==> config.mk <==
export PLATFORM = sky130hd
export DESIGN_NAME = json_string_unescape_top
export DESIGN_NICKNAME = d
export VERILOG_FILES = /design/src/rtl/core/jsu_pkg.sv /design/src/rtl/core/json_string_unescape_top.sv /design/src/rtl/core/jsu_front.sv /design/src/rtl/core/jsu_queue.sv /design/src/rtl/core/jsu_back.sv
export SDC_FILE = /design/constraint.sdc
export NUM_CORES = 1
export LEC_CHECK = 0
export ABC_AREA = 1
export BUFFER_PORTS_ARGS = -buffer_cell sky130_fd_sc_hd__clkbuf_2
export CELL_PAD_IN_SITES_DETAIL_PLACEMENT = 0
export CELL_PAD_IN_SITES_GLOBAL_PLACEMENT = 2
export CORE_MARGIN = 2
export CORE_UTILIZATION = 30
export DETAILED_ROUTE_END_ITERATION = 16
export PLACE_DENSITY_LB_ADDON = 0.1
export REMOVE_ABC_BUFFERS = 1
export SETUP_SLACK_MARGIN = 0.3
export SYNTH_ARGS = -nofsm -noshare
export SYNTH_HDL_FRONTEND = slang
export SYNTH_SLANG_ARGS = --single-unit
==> constraint.sdc <==
create_clock -name clk_i -period 8.6 [get_ports clk_i]
set_input_delay 0.86 -clock clk_i [delete_from_list [all_inputs] [get_ports clk_i]]
set_output_delay 0.86 -clock clk_i [all_outputs]
set_load 0.005 [all_outputs]
==> src/rtl/core/jsu_pkg.sv <==
`default_nettype none
package jsu_pkg;

  localparam int unsigned QUEUE_DEPTH = 4;
  localparam int unsigned QPTR_W      = $clog2(QUEUE_DEPTH);
  localparam int unsigned QCNT_W      = $clog2(QUEUE_DEPTH + 1);

  localparam logic [7:0] CH_QUOTE     = 8'h22;
  localparam logic [7:0] CH_BACKSLASH = 8'h5C;
  localparam logic [7:0] CH_SLASH     = 8'h2F;
  localparam logic [7:0] CH_B         = 8'h62;
  localparam logic [7:0] CH_F         = 8'h66;
  localparam logic [7:0] CH_N         = 8'h6E;
  localparam logic [7:0] CH_R         = 8'h72;
  localparam logic [7:0] CH_T         = 8'h74;
  localparam logic [7:0] CH_U         = 8'h75;

  localparam logic [7:0] CTL_BS = 8'h08;
  localparam logic [7:0] CTL_FF = 8'h0C;
  localparam logic [7:0] CTL_LF = 8'h0A;
  localparam logic [7:0] CTL_CR = 8'h0D;
  localparam logic [7:0] CTL_HT = 8'h09;

  typedef enum logic [2:0] {
    MODE_NORMAL = 3'd0,
    MODE_ESC    = 3'd1,
    MODE_HEX1   = 3'd2,
    MODE_HEX2   = 3'd3,
    MODE_HEX3   = 3'd4,
    MODE_HEX4   = 3'd5
  } mode_e;

  // All result beats caused by one input byte. cnt is 1 to 3.
  typedef struct packed {
    logic [1:0] cnt;
    logic       mal;
    logic [7:0] b2;
    logic [7:0] b1;
    logic [7:0] b0;
  } job_t;

  // Bit 4 is set when the byte is a hex digit; bits 3:0 carry its value.
  function automatic logic [4:0] hex_nibble(input logic [7:0] c);
    logic [4:0] r;
    r = 5'd0;
    if (c inside {[8'h30:8'h39]}) begin
      r = {1'b1, c[3:0]};
    end else if (c inside {[8'h41:8'h46], [8'h61:8'h66]}) begin
      r = {1'b1, c[3:0] + 4'd9};
    end
    return r;
  endfunction

endpackage
`default_nettype wire

==> src/rtl/core/json_string_unescape_top.sv <==
`default_nettype none
// Channel   | Direction | tdata              | tlast          | tuser
// s_axis    | in        | [7:0] in_byte      | end_of_string  | -
// m_axis    | out       | [7:0] out_byte     | last_of_run    | malformed
//
// The front decodes one byte per cycle and queues the beats it causes as one job.
// The back drains jobs one beat per cycle through an output register while
// m_axis_tready_i is high, so a \u escape that yields three bytes gives three beats.
// A four-entry job queue lets the front keep accepting while the back stalls;
// s_axis_tready_o drops only when the queue is full.
// Reset clears the decoder to normal mode and empties the queue and output.
module json_string_unescape_top import jsu_pkg::*; (
  input  wire logic       clk_i,
  input  wire logic       rst_ni,
  input  wire logic       s_axis_tvalid_i,
  output logic            s_axis_tready_o,
  input  wire logic [7:0] s_axis_tdata_i,  // [7:0] in_byte
  input  wire logic       s_axis_tlast_i,
  output logic            m_axis_tvalid_o,
  input  wire logic       m_axis_tready_i,
  output logic [7:0]      m_axis_tdata_o,  // [7:0] out_byte
  output logic            m_axis_tlast_o,
  output logic            m_axis_tuser_o   // [0] malformed
);

  logic acc, push, full, pop, head_valid;
  job_t job, head;

  assign s_axis_tready_o = !full;
  assign acc = s_axis_tvalid_i && !full;

  jsu_front u_front (
    .clk_i  (clk_i),
    .rst_ni (rst_ni),
    .acc_i  (acc),
    .byte_i (s_axis_tdata_i),
    .eos_i  (s_axis_tlast_i),
    .push_o (push),
    .job_o  (job)
  );

  jsu_queue u_queue (
    .clk_i      (clk_i),
    .rst_ni     (rst_ni),
    .push_i     (push),
    .push_job_i (job),
    .full_o     (full),
    .pop_i      (pop),
    .head_o     (head),
    .valid_o    (head_valid)
  );

  jsu_back u_back (
    .clk_i        (clk_i),
    .rst_ni       (rst_ni),
    .head_i       (head),
    .head_valid_i (head_valid),
    .pop_o        (pop),
    .tvalid_o     (m_axis_tvalid_o),
    .tready_i     (m_axis_tready_i),
    .tdata_o      (m_axis_tdata_o),
    .tlast_o      (m_axis_tlast_o),
    .tuser_o      (m_axis_tuser_o)
  );

endmodule
`default_nettype wire

==> src/rtl/core/jsu_front.sv <==
`default_nettype none
module jsu_front import jsu_pkg::*; (
  input  wire logic       clk_i,
  input  wire logic       rst_ni,
  input  wire logic       acc_i,
  input  wire logic [7:0] byte_i,
  input  wire logic       eos_i,
  output logic            push_o,
  output job_t            job_o
);

  mode_e       mode_q, mode_d;
  logic [11:0] acc_q, acc_d;
  logic [4:0]  hv;
  logic [15:0] v;
  logic        bad;
  job_t        job;
  logic        emit;

  assign hv = hex_nibble(byte_i);
  assign v  = {acc_q, hv[3:0]};

  always_comb begin
    mode_d = mode_q;
    acc_d  = acc_q;
    bad    = 1'b0;
    emit   = 1'b0;
    job    = '0;
    job.cnt = 2'd1;
    if (acc_i) begin
      case (mode_q)
        MODE_ESC: begin
          mode_d = MODE_NORMAL;
          emit   = 1'b1;
          case (byte_i)
            CH_QUOTE, CH_BACKSLASH, CH_SLASH: job.b0 = byte_i;
            CH_B: job.b0 = CTL_BS;
            CH_F: job.b0 = CTL_FF;
            CH_N: job.b0 = CTL_LF;
            CH_R: job.b0 = CTL_CR;
            CH_T: job.b0 = CTL_HT;
            CH_U: begin
              emit   = 1'b0;
              mode_d = MODE_HEX1;
              acc_d  = '0;
            end
            default: emit = 1'b0;
          endcase
        end
        MODE_HEX1, MODE_HEX2, MODE_HEX3, MODE_HEX4: begin
          if (!hv[4]) begin
            bad    = 1'b1;
            mode_d = MODE_NORMAL;
            acc_d  = '0;
          end else if (mode_q == MODE_HEX4) begin
            emit   = 1'b1;
            mode_d = MODE_NORMAL;
            acc_d  = '0;
            if (v < 16'h0080) begin
              job.b0 = v[7:0];
            end else if (v < 16'h0800) begin
              job.cnt = 2'd2;
              job.b0  = {3'b110, v[10:6]};
              job.b1  = {2'b10, v[5:0]};
            end else begin
              job.cnt = 2'd3;
              job.b0  = {4'b1110, v[15:12]};
              job.b1  = {2'b10, v[11:6]};
              job.b2  = {2'b10, v[5:0]};
            end
          end else begin
            acc_d = {acc_q[7:0], hv[3:0]};
            case (mode_q)
              MODE_HEX1: mode_d = MODE_HEX2;
              MODE_HEX2: mode_d = MODE_HEX3;
              default:   mode_d = MODE_HEX4;
            endcase
          end
        end
        default: begin
          if (byte_i == CH_BACKSLASH) begin
            mode_d = MODE_ESC;
          end else begin
            emit   = 1'b1;
            job.b0 = byte_i;
          end
        end
      endcase
      // An escape still open at the end of the string is reported as malformed.
      if (eos_i && mode_d != MODE_NORMAL) begin
        bad = 1'b1;
      end
      if (bad) begin
        job     = '0;
        job.cnt = 2'd1;
        job.mal = 1'b1;
      end
      if (eos_i) begin
        mode_d = MODE_NORMAL;
        acc_d  = '0;
      end
    end
  end

  assign push_o = acc_i & (emit | bad);
  assign job_o  = job;

  always_ff @(posedge clk_i or negedge rst_ni) begin
    if (!rst_ni) begin
      mode_q <= MODE_NORMAL;
      acc_q  <= '0;
    end else begin
      mode_q <= mode_d;
      acc_q  <= acc_d;
    end
  end

  a_eos_clears: assert property (@(posedge clk_i) disable iff (!rst_ni)
    acc_i && eos_i |=> mode_q == MODE_NORMAL && acc_q == '0)
    else $error("decoder state not cleared after end of string");

  a_mal_single: assert property (@(posedge clk_i) disable iff (!rst_ni)
    push_o && job_o.mal |-> job_o.cnt == 2'd1 && job_o.b0 == 8'd0)
    else $error("malformed job must be a single zero beat");

endmodule
`default_nettype wire

==> src/rtl/core/jsu_queue.sv <==
`default_nettype none
module jsu_queue import jsu_pkg::*; (
  input  wire logic  clk_i,
  input  wire logic  rst_ni,
  input  wire logic  push_i,
  input  job_t       push_job_i,
  output logic       full_o,
  input  wire logic  pop_i,
  output job_t       head_o,
  output logic       valid_o
);

  job_t              mem_q [QUEUE_DEPTH];
  logic [QPTR_W-1:0] wr_q, rd_q;
  logic [QCNT_W-1:0] cnt_q;

  assign full_o  = (cnt_q == QCNT_W'(QUEUE_DEPTH));
  assign valid_o = (cnt_q != '0);
  assign head_o  = mem_q[rd_q];

  always_ff @(posedge clk_i) begin
    if (push_i) begin
      mem_q[wr_q] <= push_job_i;
    end
  end

  always_ff @(posedge clk_i or negedge rst_ni) begin
    if (!rst_ni) begin
      wr_q  <= '0;
      rd_q  <= '0;
      cnt_q <= '0;
    end else begin
      if (push_i) begin
        wr_q <= wr_q + 1'b1;
      end
      if (pop_i) begin
        rd_q <= rd_q + 1'b1;
      end
      if (push_i && !pop_i) begin
        cnt_q <= cnt_q + 1'b1;
      end else if (pop_i && !push_i) begin
        cnt_q <= cnt_q - 1'b1;
      end
    end
  end

  a_no_overflow: assert property (@(posedge clk_i) disable iff (!rst_ni)
    full_o |-> !push_i)
    else $error("push into full queue");

  a_no_underflow: assert property (@(posedge clk_i) disable iff (!rst_ni)
    !valid_o |-> !pop_i)
    else $error("pop from empty queue");

endmodule
`default_nettype wire

==> src/rtl/core/jsu_back.sv <==
`default_nettype none
module jsu_back import jsu_pkg::*; (
  input  wire logic  clk_i,
  input  wire logic  rst_ni,
  input  job_t       head_i,
  input  wire logic  head_valid_i,
  output logic       pop_o,
  output logic       tvalid_o,
  input  wire logic  tready_i,
  output logic [7:0] tdata_o,
  output logic       tlast_o,
  output logic       tuser_o
);

  logic [1:0] idx_q, idx_d;
  logic       vld_q;
  logic [7:0] data_q;
  logic       last_q, mal_q;
  logic       load, last;
  logic [7:0] beat;

  always_comb begin
    case (idx_q)
      2'd0:    beat = head_i.b0;
      2'd1:    beat = head_i.b1;
      default: beat = head_i.b2;
    endcase
  end

  assign last  = (idx_q == head_i.cnt - 2'd1);
  assign load  = head_valid_i && (!vld_q || tready_i);
  assign pop_o = load && last;
  assign idx_d = load ? (last ? 2'd0 : idx_q + 2'd1) : idx_q;

  always_ff @(posedge clk_i or negedge rst_ni) begin
    if (!rst_ni) begin
      idx_q <= 2'd0;
      vld_q <= 1'b0;
    end else begin
      idx_q <= idx_d;
      if (load) begin
        vld_q <= 1'b1;
      end else if (tready_i) begin
        vld_q <= 1'b0;
      end
    end
  end

  always_ff @(posedge clk_i) begin
    if (load) begin
      data_q <= beat;
      last_q <= last;
      mal_q  <= head_i.mal;
    end
  end

  assign tvalid_o = vld_q;
  assign tdata_o  = data_q;
  assign tlast_o  = last_q;
  assign tuser_o  = mal_q;

  a_mal_beat: assert property (@(posedge clk_i) disable iff (!rst_ni)
    tvalid_o && tuser_o |-> tlast_o && tdata_o == 8'd0)
    else $error("malformed beat must be a lone zero byte");

endmodule
`default_nettype wire

==> results_dict.tcl <==
set metrics [dict create \
    status "complete, no violations" \
    drv_slew 0 \
    yosysUniqueCellTypes 43 \
    grt-ovfl-total 0 \
    critPathCaptureType "register" \
    num_vias 4522 \
    r2r_slack_ps 5180 \
    synth_async_sr_flop_share 0.1908 \
    vias_per_cell 4.862 \
    clk_latency_ps 420 \
    grt_pass1_vias 4628 \
    p_total_w 0.002375 \
    synth.cell_area_mm2 0.006251 \
    io_pins 25 \
    grt_pass1_wl_um 26940 \
    syn_avg_cell_area_um2 10.18 \
    fp.dieH_um 148.4 \
    grt_max_degree 50 \
    p_leak_nw 2.912 \
    worst_slew_pin_slew_ps 975.2 \
    cts.clk_slew.worst_paths_ps 60 \
    syn_to_final_growth_pct 17.45 \
    finalCriticalPeriod_ps 3419 \
    hold_class "in -> async" \
    routedWlPerCell_um 18.19 \
    n_antenna_cell 0 \
    numClockSinks 131 \
    placed_area_mm2 0.006711 \
    grtUsageTotal 0.1628 \
    netlist_instances 614 \
    setup_viol 0 \
    drc 0 \
    ctsHoldBuffers 0 \
    fp.dieArea_mm2 0.02201 \
    io_buffer_count 24 \
    drive_gt1_frac 0.1470 \
    r2r-start "u_queue.rd_q[1]" \
    yosysWarnings 0 \
    hold_viol_final 0 \
    layout_common_cells "edfxtp_1, nand2_1, nor2_1" \
    cts-root-buf "clkbuf_16" \
    startpoint "u_queue.rd_q[1]" \
    clk_path_buf_depth 2 \
    synthFlopType "edfxtp_1" \
    cts_resized 0 \
    drv_cap 0 \
    place_hpwl_um 11390 \
    synth_edf_count 106 \
    core-area_mm2 0.02036 \
    initial_core_util 0.3070 \
    antenna_found_initial 0 \
    htreeDepth 4 \
    crit_arrival_ps 3720 \
    fin_setup_tns_ps 0 \
    final_common_cell "edfxtp_1" \
    drt-pass1-iter-count 4 \
    yosysSeqAreaShare 0.6093 \
    post_cts_buffers 0 \
    cts_buffers 17 \
    vdd.ir_drop.worst_mv 0.1145 \
    antenna_left 0 \
    wirelength_um 16920 \
    rows 52 \
    yosys_register_bits 131 \
    cp_max_fo 25 \
    design_area_mm2 0.007342 \
    slew_headroom 0.3475 \
    worstSetupPathType "reg -> reg" \
    rsz0062_at_grt "no" \
    cp-start-kind "register" \
    cts_tree "done" \
    nNetsFinal 673 \
    finalCritPeriodShare 0.3975 \
    clock_skew_ps 18.66 \
    gp_congestion 0.8280 \
    clock.fmax_ghz 0.2925 \
    r2r_cells 15 \
    drtIter0Drc 288 \
    fp.dieW_um 148.4 \
    required_ps 8900 \
    p_per_area_mw_per_mm2 323.5 \
]
[per-layer routing]
layer / track usage / vias to the layer above / share of wire
met5: 0 / - / 0
met4: 0.05048 / 0 / 0.012
met3: 0.03098 / 10 / 0.034
met2: 0.2676 / 88 / 0.48
met1: 0.2189 / 2219 / 0.47
li1: - / 2205 / -
[critical path: stages, from the launching register on]
cell	delay [ps]
dfrtp_1	370
buf_4	240
inv_1	760
nand3_1	210
nand2_1	150
xor2_1	170
nand2_1	70
nand2_1	130
inv_1	70
nand2_1	120
ha_1	160
inv_1	60
fa_1	370
a21oi_1	140
o21ai_0	110
xor2_1	150
[Yosys cell counts (3+ instances only)]
library cell    n  area [um^2]
nand2_1        95        356.6
o22ai_2         3        37.54
o22ai_1        31        193.9
inv_1          60        225.2
ha_1           12        150.1
a21boi_0        5        37.54
edfxtp_1      106         3183
nand2_2         9        56.30
nand4_1         4        25.02
clkbuf_1       14        52.55
dfrtp_1        25        625.6
nor3_1          5        25.02
nor2_1         83        311.6
nand3_1        35        175.2
inv_2           4        15.01
o211ai_1        6        45.04
o21ai_0        69        345.3
a21oi_1        10        50.05
xor2_1          6        52.55
[final cells by class]
class                           instances  area, um^2
Clock buffer                           17       425.4
Inverter                               64       240.2
Tap cell                              270       337.8
Clock inverter                         15       205.2
Sequential cell                       131        3809
Timing Repair Buffer                   32       180.2
Multi-Input combinational cell        401        2145
Fill cell                            2046       13020
[through the flow]
stage / util / hold slack (ps) / std cells / setup WS (ps)
3_3_place_gp: 0.3296 / 498.4 / 898 / 4892
4_1_cts: 0.3605 / 479.5 / 930 / 5123
3_5_place_dp: 0.3296 / 514.0 / 898 / 4754
6_report: 0.3605 / 471.3 / 930 / 5181
5_1_grt: 0.3605 / 508.8 / 930 / 4891
2_1_floorplan: - / 477.8 / 596 / 4278
[power by group]
part / internal, W / total [W] / switching [W] / leakage [nW]
registers: 0.000864 / 0.000904 / 0.0000402 / 1.32
clock network: 0.000487 / 0.000765 / 0.000277 / 0.300
logic: 0.000218 / 0.000706 / 0.000488 / 1.29
total: 0.00157 / 0.00238 / 0.000806 / 2.91
[path summary, 6_finish.rpt]
path | end
max | u_queue.cnt_q[2]
min | u_queue.rd_q[1]
max reg2reg | u_queue.cnt_q[2]
min reg2reg | u_front.acc_q[8]
max in group asynchronous | u_front.acc_q[8]
min in group clk_i | u_front.acc_q[8]
[registers in the layout, indices dropped and copies added (netlist names)]
name	count
u_queue.mem_q	96
u_queue.rd_q	2
u_back.tlast_o	1
u_queue.cnt_q	3
u_back.tdata_o	8
u_back.idx_q	2
u_front.acc_q	12
u_back.tuser_o	1
u_back.tvalid_o	1
u_queue.wr_q	2
u_front.mode_q	3
[kinds of logic after synthesis]
| family | count (synthesis) | synth area share |
|---|---|---|
| AO/OA/AOI/OAI | 136 | 0.1277 |
| buffers and inverters | 82 | 0.05104 |
| AND/OR/NAND/NOR | 245 | 0.1749 |
| XOR/XNOR | 7 | 0.009808 |
| flip-flops | 131 | 0.6093 |
| adder cells (fa/ha/maj) | 13 | 0.02722 |
Note: power is estimated with default switching activity, not from simulation.
